===== config.mk =====
export PLATFORM = sky130hd
export DESIGN_NAME = range_refcount_table_top
export DESIGN_NICKNAME = d
export VERILOG_FILES = /design/src/hw/rtl/rrt_pkg.sv /design/src/hw/rtl/range_refcount_table_top.sv /design/src/hw/rtl/rrt_table.sv
export SDC_FILE = /design/constraint.sdc
export NUM_CORES = 2
export LEC_CHECK = 0
export ABC_CLOCK_PERIOD_IN_PS = 10680
export BUFFER_PORTS_ARGS = -buffer_cell sky130_fd_sc_hd__buf_2
export CORE_ASPECT_RATIO = 0.5
export CORE_MARGIN = 2
export CORE_UTILIZATION = 57
export CTS_CLUSTER_DIAMETER = 60
export CTS_CLUSTER_SIZE = 16
export DETAILED_ROUTE_END_ITERATION = 10
export PLACE_DENSITY = 0.76
export SLEW_MARGIN = 20
export SYNTH_ARGS = -nofsm -noshare
export SYNTH_HDL_FRONTEND = slang
export SYNTH_HIERARCHICAL = 1
export SYNTH_SLANG_ARGS = --single-unit
export TNS_END_PERCENT = 5

===== constraint.sdc =====
create_clock -name clock -period 10.68 [get_ports clock]
set_input_delay 1.068 -clock clock [delete_from_list [all_inputs] [get_ports clock]]
set_output_delay 1.068 -clock clock [all_outputs]
set_load 0.01 [all_outputs]

===== src/hw/rtl/rrt_pkg.sv =====
// Shared types and constants for the range reference-count table.
`timescale 1ns / 1ps
package rrt_pkg;
   localparam int TABLE_ENTRIES_DEF = 16;
   localparam int ADDR_BITS_DEF     = 32;
   localparam int COUNT_BITS_DEF    = 16;
   localparam int LEN_BITS          = 32;

   localparam logic FUNC_ENABLE  = 1'b0;
   localparam logic FUNC_DISABLE = 1'b1;

   typedef struct packed {
      logic        func;
      logic [31:0] address;
      logic [31:0] length;
   } req_type;

   typedef struct packed {
      logic active;
      logic miss_error;
      logic table_full;
   } rsp_type;
endpackage


===== src/hw/rtl/range_refcount_table_top.sv =====
// Top level: first-range slot, handshake and result register around the table walker.
// Result: a first-slot item is registered, decided in S_DECIDE and answered from the result
// register; a table item waits in S_TABLE for the one-entry-a-cycle scan, merge and shift
// of the table.
// Items are taken one at a time; req_ready is low while an item is in work.
// Reset: synchronous, clears the first slot and the table fill count.
`timescale 1ns / 1ps
module range_refcount_table_top #(
   parameter int TABLE_ENTRIES = rrt_pkg::TABLE_ENTRIES_DEF,
   parameter int ADDR_BITS     = rrt_pkg::ADDR_BITS_DEF,
   parameter int COUNT_BITS    = rrt_pkg::COUNT_BITS_DEF
) (
   input  logic             clock,
   input  logic             reset,
   input  logic             req_valid,
   output logic             req_ready,
   input  rrt_pkg::req_type req_data,
   output logic             rsp_valid,
   input  logic             rsp_ready,
   output rrt_pkg::rsp_type rsp_data
);
   typedef enum logic [1:0] {S_IDLE, S_DECIDE, S_TABLE, S_OUT} state_type;

   localparam logic [COUNT_BITS-1:0] CMAX = '1;
   localparam int OW = ((ADDR_BITS > rrt_pkg::LEN_BITS) ? ADDR_BITS : rrt_pkg::LEN_BITS) + 1;

   state_type             state_ff;
   rrt_pkg::req_type      req_ff;
   logic [ADDR_BITS-1:0]  fst_ff;
   logic [31:0]           fln_ff;
   logic [COUNT_BITS-1:0] fct_ff;
   rrt_pkg::rsp_type      rsp_ff;
   logic                  tstart_ff;

   logic [ADDR_BITS-1:0]  a;
   logic                  fhit, fnew, tdone, tmiss, tfull, tne;

   assign a = ADDR_BITS'(req_ff.address);
   assign fhit = (fct_ff != '0) && (a >= fst_ff) &&
                 ((OW'(a) - OW'(fst_ff)) < OW'(fln_ff));
   assign fnew = (req_ff.func == rrt_pkg::FUNC_ENABLE) && (fct_ff == '0) && !tne;

   rrt_table #(
      .TABLE_ENTRIES(TABLE_ENTRIES), .ADDR_BITS(ADDR_BITS), .COUNT_BITS(COUNT_BITS)
   ) u_table (
      .clock(clock), .reset(reset), .start(tstart_ff),
      .func(req_ff.func), .addr(a), .len(req_ff.length),
      .done(tdone), .miss(tmiss), .full(tfull), .nonempty(tne)
   );

   assign req_ready = (state_ff == S_IDLE);
   assign rsp_valid = (state_ff == S_OUT);
   assign rsp_data  = rsp_ff;

   // Handle first slot directly, hand everything else to the table.
   always_ff @(posedge clock) begin
      if (reset) begin
         state_ff <= S_IDLE;
         fst_ff <= '0; fln_ff <= '0; fct_ff <= '0;
         tstart_ff <= 1'b0;
      end else begin
         tstart_ff <= (state_ff == S_DECIDE) && !fhit && !fnew;
         unique case (state_ff)
            S_IDLE: if (req_valid) begin
               req_ff <= req_data;
               state_ff <= S_DECIDE;
            end
            S_DECIDE: begin
               if (fhit) begin
                  if (req_ff.func == rrt_pkg::FUNC_ENABLE) begin
                     if (fct_ff != CMAX) fct_ff <= fct_ff + 1'b1;
                     rsp_ff <= '{active: 1'b1, miss_error: 1'b0, table_full: 1'b0};
                  end else begin
                     fct_ff <= fct_ff - 1'b1;
                     if (fct_ff == COUNT_BITS'(1)) begin
                        fst_ff <= '0; fln_ff <= '0;
                     end
                     rsp_ff <= '{active: (fct_ff != COUNT_BITS'(1)) || tne,
                                 miss_error: 1'b0, table_full: 1'b0};
                  end
                  state_ff <= S_OUT;
               end else if (fnew) begin
                  fst_ff <= a; fln_ff <= req_ff.length; fct_ff <= COUNT_BITS'(1);
                  rsp_ff <= '{active: 1'b1, miss_error: 1'b0, table_full: 1'b0};
                  state_ff <= S_OUT;
               end else begin
                  state_ff <= S_TABLE;
               end
            end
            S_TABLE: if (tdone) begin
               rsp_ff <= '{active: (fct_ff != '0) || tne, miss_error: tmiss,
                           table_full: tfull};
               state_ff <= S_OUT;
            end
            S_OUT: if (rsp_ready) state_ff <= S_IDLE;
            default: state_ff <= S_IDLE;
         endcase
      end
   end
endmodule


===== src/hw/rtl/rrt_table.sv =====
// Sorted range table with a sequencer that scans, shifts and merges one entry a cycle.
`timescale 1ns / 1ps
module rrt_table #(
   parameter int TABLE_ENTRIES = rrt_pkg::TABLE_ENTRIES_DEF,
   parameter int ADDR_BITS     = rrt_pkg::ADDR_BITS_DEF,
   parameter int COUNT_BITS    = rrt_pkg::COUNT_BITS_DEF
) (
   input  logic                  clock,
   input  logic                  reset,
   input  logic                  start,
   input  logic                  func,
   input  logic [ADDR_BITS-1:0]  addr,
   input  logic [31:0]           len,
   output logic                  done,
   output logic                  miss,
   output logic                  full,
   output logic                  nonempty
);
   localparam int IW = (TABLE_ENTRIES > 1) ? $clog2(TABLE_ENTRIES) : 1;
   localparam int NW = $clog2(TABLE_ENTRIES + 1);
   localparam int OW = ((ADDR_BITS > rrt_pkg::LEN_BITS) ? ADDR_BITS : rrt_pkg::LEN_BITS) + 1;
   localparam logic [COUNT_BITS-1:0] CMAX = '1;

   typedef enum logic [2:0] {
      S_IDLE, S_SCAN, S_MERGE, S_SHIFT_UP, S_SHIFT_DN, S_FINISH
   } state_type;

   logic [ADDR_BITS-1:0]  st_mem [TABLE_ENTRIES];
   logic [31:0]           ln_mem [TABLE_ENTRIES];
   logic [COUNT_BITS-1:0] ct_mem [TABLE_ENTRIES];

   state_type             state_ff;
   logic [NW-1:0]         n_ff, i_ff, p_ff, k_ff;
   logic                  pvalid_ff, func_ff, miss_ff, full_ff, done_ff;
   logic [ADDR_BITS-1:0]  a_ff;
   logic [31:0]           len_ff, nlen_ff;
   logic [COUNT_BITS-1:0] cnt_ff;

   // Shared unit: one entry read, one containment / offset compare.
   logic [IW-1:0]         ri;
   logic [ADDR_BITS-1:0]  e_st;
   logic [31:0]           e_ln;
   logic [COUNT_BITS-1:0] e_ct;
   logic [OW-1:0]         off;
   logic [OW-1:0]         offl;
   logic [OW-1:0]         lmax;
   logic [31:0]           offsat;
   logic                  in_rng;
   logic [COUNT_BITS:0]   csum;

   assign ri   = i_ff[IW-1:0];
   assign e_st = st_mem[ri];
   assign e_ln = ln_mem[ri];
   assign e_ct = ct_mem[ri];
   assign off  = OW'(e_st) - OW'(a_ff);
   assign in_rng = (off == '0) || (off < OW'(len_ff));
   assign offl = off + OW'(e_ln);
   assign lmax = OW'({rrt_pkg::LEN_BITS{1'b1}});
   assign offsat = (offl > lmax) ? 32'hFFFF_FFFF : offl[31:0];
   assign csum = {1'b0, cnt_ff} + {1'b0, e_ct};

   assign done = done_ff;
   assign miss = miss_ff;
   assign full = full_ff;
   assign nonempty = (n_ff != '0);

   // Hold table and sequence the walk.
   always_ff @(posedge clock) begin
      if (reset) begin
         state_ff <= S_IDLE;
         n_ff <= '0;
         done_ff <= 1'b0;
      end else begin
         done_ff <= (state_ff == S_FINISH);
         unique case (state_ff)
            S_IDLE: begin
               if (start) begin
                  a_ff <= addr; len_ff <= len; func_ff <= func;
                  i_ff <= '0; pvalid_ff <= 1'b0; p_ff <= '0;
                  miss_ff <= 1'b0; full_ff <= 1'b0;
                  state_ff <= S_SCAN;
               end
            end
            // Find predecessor: last entry with start <= address.
            S_SCAN: begin
               if (i_ff < n_ff && e_st <= a_ff) begin
                  p_ff <= i_ff; pvalid_ff <= 1'b1;
                  i_ff <= i_ff + 1'b1;
               end else begin
                  if (pvalid_ff && (OW'(a_ff) - OW'(st_mem[p_ff[IW-1:0]])) <
                      OW'(ln_mem[p_ff[IW-1:0]])) begin
                     // Hit: bump the count and widen the length, or decrement it and drop the entry at zero.
                     if (func_ff == rrt_pkg::FUNC_ENABLE) begin
                        if (ct_mem[p_ff[IW-1:0]] != CMAX)
                           ct_mem[p_ff[IW-1:0]] <= ct_mem[p_ff[IW-1:0]] + 1'b1;
                        if (ln_mem[p_ff[IW-1:0]] < len_ff)
                           ln_mem[p_ff[IW-1:0]] <= len_ff;
                        state_ff <= S_FINISH;
                     end else if (ct_mem[p_ff[IW-1:0]] == COUNT_BITS'(1)) begin
                        k_ff <= NW'(1);
                        state_ff <= S_SHIFT_DN;
                     end else begin
                        ct_mem[p_ff[IW-1:0]] <= ct_mem[p_ff[IW-1:0]] - 1'b1;
                        state_ff <= S_FINISH;
                     end
                  end else if (func_ff == rrt_pkg::FUNC_DISABLE) begin
                     miss_ff <= 1'b1;
                     state_ff <= S_FINISH;
                  end else begin
                     // Insert position: first entry with start >= address.
                     p_ff <= pvalid_ff ? ((st_mem[p_ff[IW-1:0]] < a_ff) ? p_ff + 1'b1 : p_ff)
                                       : '0;
                     i_ff <= pvalid_ff ? ((st_mem[p_ff[IW-1:0]] < a_ff) ? p_ff + 1'b1 : p_ff)
                                       : '0;
                     cnt_ff <= COUNT_BITS'(1);
                     nlen_ff <= len_ff;
                     k_ff <= '0;
                     state_ff <= S_MERGE;
                  end
               end
            end
            // Absorb following entries that start inside the new range.
            S_MERGE: begin
               if (i_ff < n_ff && in_rng) begin
                  cnt_ff <= csum[COUNT_BITS] ? CMAX : csum[COUNT_BITS-1:0];
                  if (offsat > nlen_ff) nlen_ff <= offsat;
                  k_ff <= k_ff + 1'b1;
                  i_ff <= i_ff + 1'b1;
               end else if (k_ff == '0) begin
                  if (n_ff >= NW'(TABLE_ENTRIES)) begin
                     full_ff <= 1'b1;
                     state_ff <= S_FINISH;
                  end else begin
                     i_ff <= n_ff;
                     state_ff <= S_SHIFT_UP;
                  end
               end else begin
                  st_mem[p_ff[IW-1:0]] <= a_ff;
                  ln_mem[p_ff[IW-1:0]] <= nlen_ff;
                  ct_mem[p_ff[IW-1:0]] <= cnt_ff;
                  p_ff <= p_ff + 1'b1;
                  k_ff <= k_ff - 1'b1;
                  if (k_ff == NW'(1)) state_ff <= S_FINISH;
                  else state_ff <= S_SHIFT_DN;
               end
            end
            // Open a slot at the insert position, one move a cycle.
            S_SHIFT_UP: begin
               if (i_ff > p_ff) begin
                  st_mem[ri] <= st_mem[IW'(i_ff - 1'b1)];
                  ln_mem[ri] <= ln_mem[IW'(i_ff - 1'b1)];
                  ct_mem[ri] <= ct_mem[IW'(i_ff - 1'b1)];
                  i_ff <= i_ff - 1'b1;
               end else begin
                  st_mem[ri] <= a_ff;
                  ln_mem[ri] <= nlen_ff;
                  ct_mem[ri] <= cnt_ff;
                  n_ff <= n_ff + 1'b1;
                  state_ff <= S_FINISH;
               end
            end
            // Close k_ff slots starting at p_ff, one move a cycle.
            S_SHIFT_DN: begin
               if ((p_ff + k_ff) < n_ff) begin
                  st_mem[p_ff[IW-1:0]] <= st_mem[IW'(p_ff + k_ff)];
                  ln_mem[p_ff[IW-1:0]] <= ln_mem[IW'(p_ff + k_ff)];
                  ct_mem[p_ff[IW-1:0]] <= ct_mem[IW'(p_ff + k_ff)];
                  p_ff <= p_ff + 1'b1;
               end else begin
                  n_ff <= n_ff - k_ff;
                  state_ff <= S_FINISH;
               end
            end
            S_FINISH: begin
               state_ff <= S_IDLE;
            end
            default: state_ff <= S_IDLE;
         endcase
      end
   end
endmodule


=== Yosys cells after proc, flatten, opt, wreduce, memory -nomap -nowiden ===
Memories as Yosys holds them, arrays and structs flattened. A register that Yosys moved wholly into a read port is not among the register bits.
Cells that the tools add are included.

* Register bits after elaboration: 291
* Logic and storage cells: 310
* Bits in writable memories: 1280
* Memories: 3

* Bitwise gates (word level): 11
* Reductions and logical operators: 49
* Equality and inequality tests: 45
* Mux-type cells: 147
* Magnitude comparators: 13
* Add/subtract/negate cells: 17

{| class="wikitable"
|+ Memory list
! name !! words !! bits a word !! rd ports !! clocked after memory_dff !! write ports !! RTL line !! source
|-
| u_table.ln_mem || 16 || 32 || 4 || 2 || 1 || rrt_table.sv:29 || <nowiki>logic [31:0] ln_mem [TABLE_ENTRIES];</nowiki>
|-
| u_table.st_mem || 16 || 32 || 4 || 2 || 1 || rrt_table.sv:28 || <nowiki>logic [ADDR_BITS-1:0] st_mem [TABLE_ENTRIES];</nowiki>
|-
| u_table.ct_mem || 16 || 16 || 4 || 2 || 1 || rrt_table.sv:30 || <nowiki>logic [COUNT_BITS-1:0] ct_mem [TABLE_ENTRIES];</nowiki>
|}

{| class="wikitable"
|+ Operator list
! kind !! count
|-
| $mux W32 || 19
|-
| $mux W16 || 14
|-
| $mux W5 || 23
|-
| $lt A33 B32 Y1 || 3
|-
| $sub A32 B32 Y33 || 3
|-
| $lt A32 B32 Y1 || 2
|-
| $pmux W32 S2 || 1
|-
| $reduce_or A32 Y1 || 2
|-
| $mux W1 || 53
|-
| $mux W3 || 14
|-
| $pmux W5 S4 || 2
|-
| $mux W4 || 9
|-
| $add A33 B32 Y33 || 1
|-
| $gt A33 B32 Y1 const B || 1
|-
| $logic_not A33 Y1 || 1
|-
| $add A16 B1 Y16 const B || 2
|-
| $eq A16 B1 Y1 const B || 2
|-
| $ge A32 B32 Y1 || 1
|-
| $gt A32 B32 Y1 || 1
|-
| $le A32 B32 Y1 || 1
|-
| $ne A16 B16 Y1 const B || 2
|-
| $pmux W16 S2 || 1
|-
| $sub A16 B1 Y16 const B || 2
|-
| $ne A2 B1 Y1 const B || 11
|-
| 45 further kinds || 111
|}

=== Logic depth before layout (Yosys ltp) ===
* Depth after elaboration: 12
* Mapped depth: 39

=== By module ===
The synthesis kept the hierarchy.

{| class="wikitable"
|+ By module, submodules not included
! module !! instances !! sequential area each (um^2) !! cells an instance !! area an instance (um^2)
|-
| rrt_table || 1 || 42711.0 || 5844 || 95552.9
|-
| range_refcount_table_top || 1 || 3703.6 || 822 || 8080.2
|}

=== Worst setup path before layout ===
No wires, ideal clock.

* Path type: reg2reg
* From: register with a tool-made name
* To: register u_table.nlen_ff[0], enable pin
* Stages on the path, launching flop included: 33
* Arrival: 9.781 ns
* Slack: 0.438 ns
* Period minus slack after synthesis: 10.242 ns
* Buffers on the path: 3
* Path through: dfxtp_1 -> clkbuf_1 -> clkbuf_1 -> buf_1 -> mux4_2 -> mux4_2 -> ha_1 -> or2_1 -> a2111oi_2 -> nand3_1 -> a31o_2 -> a211o_1 -> and2_1 -> ha_1 -> a2111oi_0 -> o211ai_1 -> o211ai_1 -> a21oi_1 -> a31oi_1 -> o21ai_0 -> a41oi_1 -> a2111oi_0 -> a211o_1 -> or2_2 -> ha_1 -> nand4_1 -> nor2_1 -> nand4_1 -> nor2_1 -> nand3_1 -> nand3_1 -> a21oi_1 -> nor3_1

{| class="wikitable"
|+ RTL lines
! element !! RTL line !! source
|-
| to (signal assigned) || rrt_table.sv:116 || <nowiki>nlen_ff <= len_ff;</nowiki>
|-
| to (signal assigned) || rrt_table.sv:126 || <nowiki>if (offsat > nlen_ff) nlen_ff <= offsat;</nowiki>
|-
| to (decl) || rrt_table.sv:36 || <nowiki>logic [31:0] len_ff, nlen_ff;</nowiki>
|}

==> reports/results.ini <==
[placement]
routabilityCongestion=1.04
place_area_um2=108000
io_buffers=73
dp_cells=8843
dp_hpwl_um=230000

[timing]
fmax_mhz=101
rsz0062_at_grt=no
relSlewSlack_pct=19.7
setup_viol=0
period_share_pct=92.9
hold_viol=0
worstMarginPinSlew_ps=1200
min_period_ps=9920
slew_violations=0
finClkSkew_ps=42.0
fin_setup_tns_ps=0

[detailed_routing]
route.vias.total=73716
drc_errors=0
wirelength_um=358000
ant_nets=0
wl_per_cell_um=39.6
drtIter0Drc=13215
dr.pass1.iters=9
detail_route.vias_per_cell=8.15

[floorplanning]
die_h_um=306
row_count=110
core-area_um2=180000
die_w_um=607
initial_core_util_pct=57.5
die-area_um2=185000
io_pins=74

[global_route]
grt_usage_pct=38.8
antenna_found_initial=34
grt_pass1_vias=71195
grt.overflow.total=0
grt_max_degree=129
globalRouteMet3Util_pct=17.8
met1_usage_pct=54.1
grt_pass1_wl_um=514000
grt_most_used_layer=met1
met2_usage_pct=52.9

[finish]
post-route-util_pct=61.6
final_cell_mix=1585 x mux4_2, 1479 x edfxtp_1, 335 x ha_1
drive_gt1_share_pct=32.7
layout_commonest_cell=mux4_2
design_area_um2=111000
num-fill-cells=12677
areaGrowthSynthToFinish_pct=7.22
fin_nets=6966
fin_cells=9040

[critical_path]
crit_path_end_kind=register
worstSetupPathType=register to register
crit_required_ps=11100
critPathSlowestCell=xnor2_1
timing.critical_path.mode_cell=ha_1
cp_slowest_stage_delay_ps=670
crit_path_start_kind=register
cp.arrival_ps=10330
cp_max_fo=32

[clocking]
cts_made_buffers=115
clock_latency_ps=790
cts_hold_buf=0
cts_resized=0
postCtsSetupBuffers=0
clock_sinks=1579
cts_tree=built
cts.clk_slew.worst_paths_ps=80
htreeDepth=3
cts_root_buf=clkbuf_16
cts.path.max_buffers=3

[synth]
yosys_warnings=6
synth_edf_count=1479
avgSynthCellArea_um2=15.5
yosysSeqAreaShare_pct=44.8
synthFlopType=edfxtp_1
syn_area_um2=104000
async_reset_ff_share_pct=0
synth.distinct_cells=89
synth_nets=7079
ys_ff_latch=1579
syn_inst=6666

[min_path]
min_path_type=input port to register

[run]
cap_viol_max_count=0

[run_status]
status=finished clean

state kept, by name (all words and copies together) (netlist names), 2 cells and up, named ones only:
signal / cells
u_table/len_ff: 32
fst_ff: 32
u_table/ct_mem: 256
u_table/n_ff: 5
u_table/st_mem: 512
u_table/nlen_ff: 32
u_table/i_ff: 5
u_table/state_ff: 3
u_table/ln_mem: 512
fct_ff: 16
u_table/k_ff: 5
state_ff: 2
fln_ff: 32
rsp_data: 3
u_table/a_ff: 32
u_table/p_ff: 5
u_table/cnt_ff: 16
a: 32
req_ff: 33
stage by stage:
step,hold slack (ps),setup WS [ps]
2_1_floorplan,427,438
3_3_place_gp,437,1040
3_5_place_dp,440,1050
4_1_cts,421,1020
5_1_grt,437,440
6_report,449,764
layout make-up:
type	count	area [µm²]	area share, %
Antenna cell	5	12.5	0.0113
Clock buffer	170	3150	2.83
Clock inverter	21	230	0.207
Inverter	324	1220	1.10
Multi-Input combinational cell	4256	54500	49.1
Sequential cell	1579	46400	41.8
Tap cell	2408	3010	2.71
Timing Repair Buffer	277	2520	2.27
cells by family (layout without fill, tap and decap cells):
family                     Yosys count  in the layout  synth area share [%]
AOI/OAI and AO/OA                 1040           1040                  6.61
adders and majority gates          344            344                  4.20
DFF                               1579           1579                  44.8
xor gates and xnor gates           140            140                  1.18
buffers and inverters              831            792                  3.12
muxes                             1643           1643                  35.0
and+or+nand+nor                   1089           1089                  5.07
other                                0              5                     0
Yosys cell counts, types with 97 or more instances:
cell,instances,area share (%)
dfxtp_1,100,1.9
a21oi_1,229,1.1
mux4_2,1585,34
nand2_1,274,0.99
nor2_1,301,1.1
o21ai_0,206,0.99
buf_1,123,0.45
inv_1,318,1.2
clkbuf_1,350,1.3
nor3_1,109,0.53
ha_1,337,4.1
xnor2_1,101,0.85
a21o_1,97,0.70
edfxtp_1,1479,43
critical path: cells and delay by family (launching register included):
| kind | cells | cell delay [ps] |
|---|---|---|
| AOI/OAI and AO/OA | 13 | 3380 |
| and+or+nand+nor | 9 | 1530 |
| muxes | 2 | 1150 |
| buffers and inverters | 3 | 1120 |
| adders and majority gates | 3 | 1110 |
| xor gates and xnor gates | 1 | 670 |
| DFF | 1 | 570 |
final timing paths:
kind	endpoint	slack, ps	startpoint	cells past startpoint
worst min-delay path	req_ff[1]	450	req_data[1]	1
worst max register to register	u_table/nlen_ff[28]	760	register	31
worst max-delay path	u_table/nlen_ff[28]	760	register	31
worst min register to register	u_table/len_ff[26]	450	req_ff[26]	0
per-layer routing:
metal / wire [µm] / up-vias
met4: 18300 / 37
met5: 339 / -
met2: 149000 / 7393
li1: - / 27893
met1: 123000 / 37141
met3: 67400 / 1252
Power is left out: the tool's default activity adds up to more than one toggle a clock period on the data nets, which glitch-free logic cannot reach.
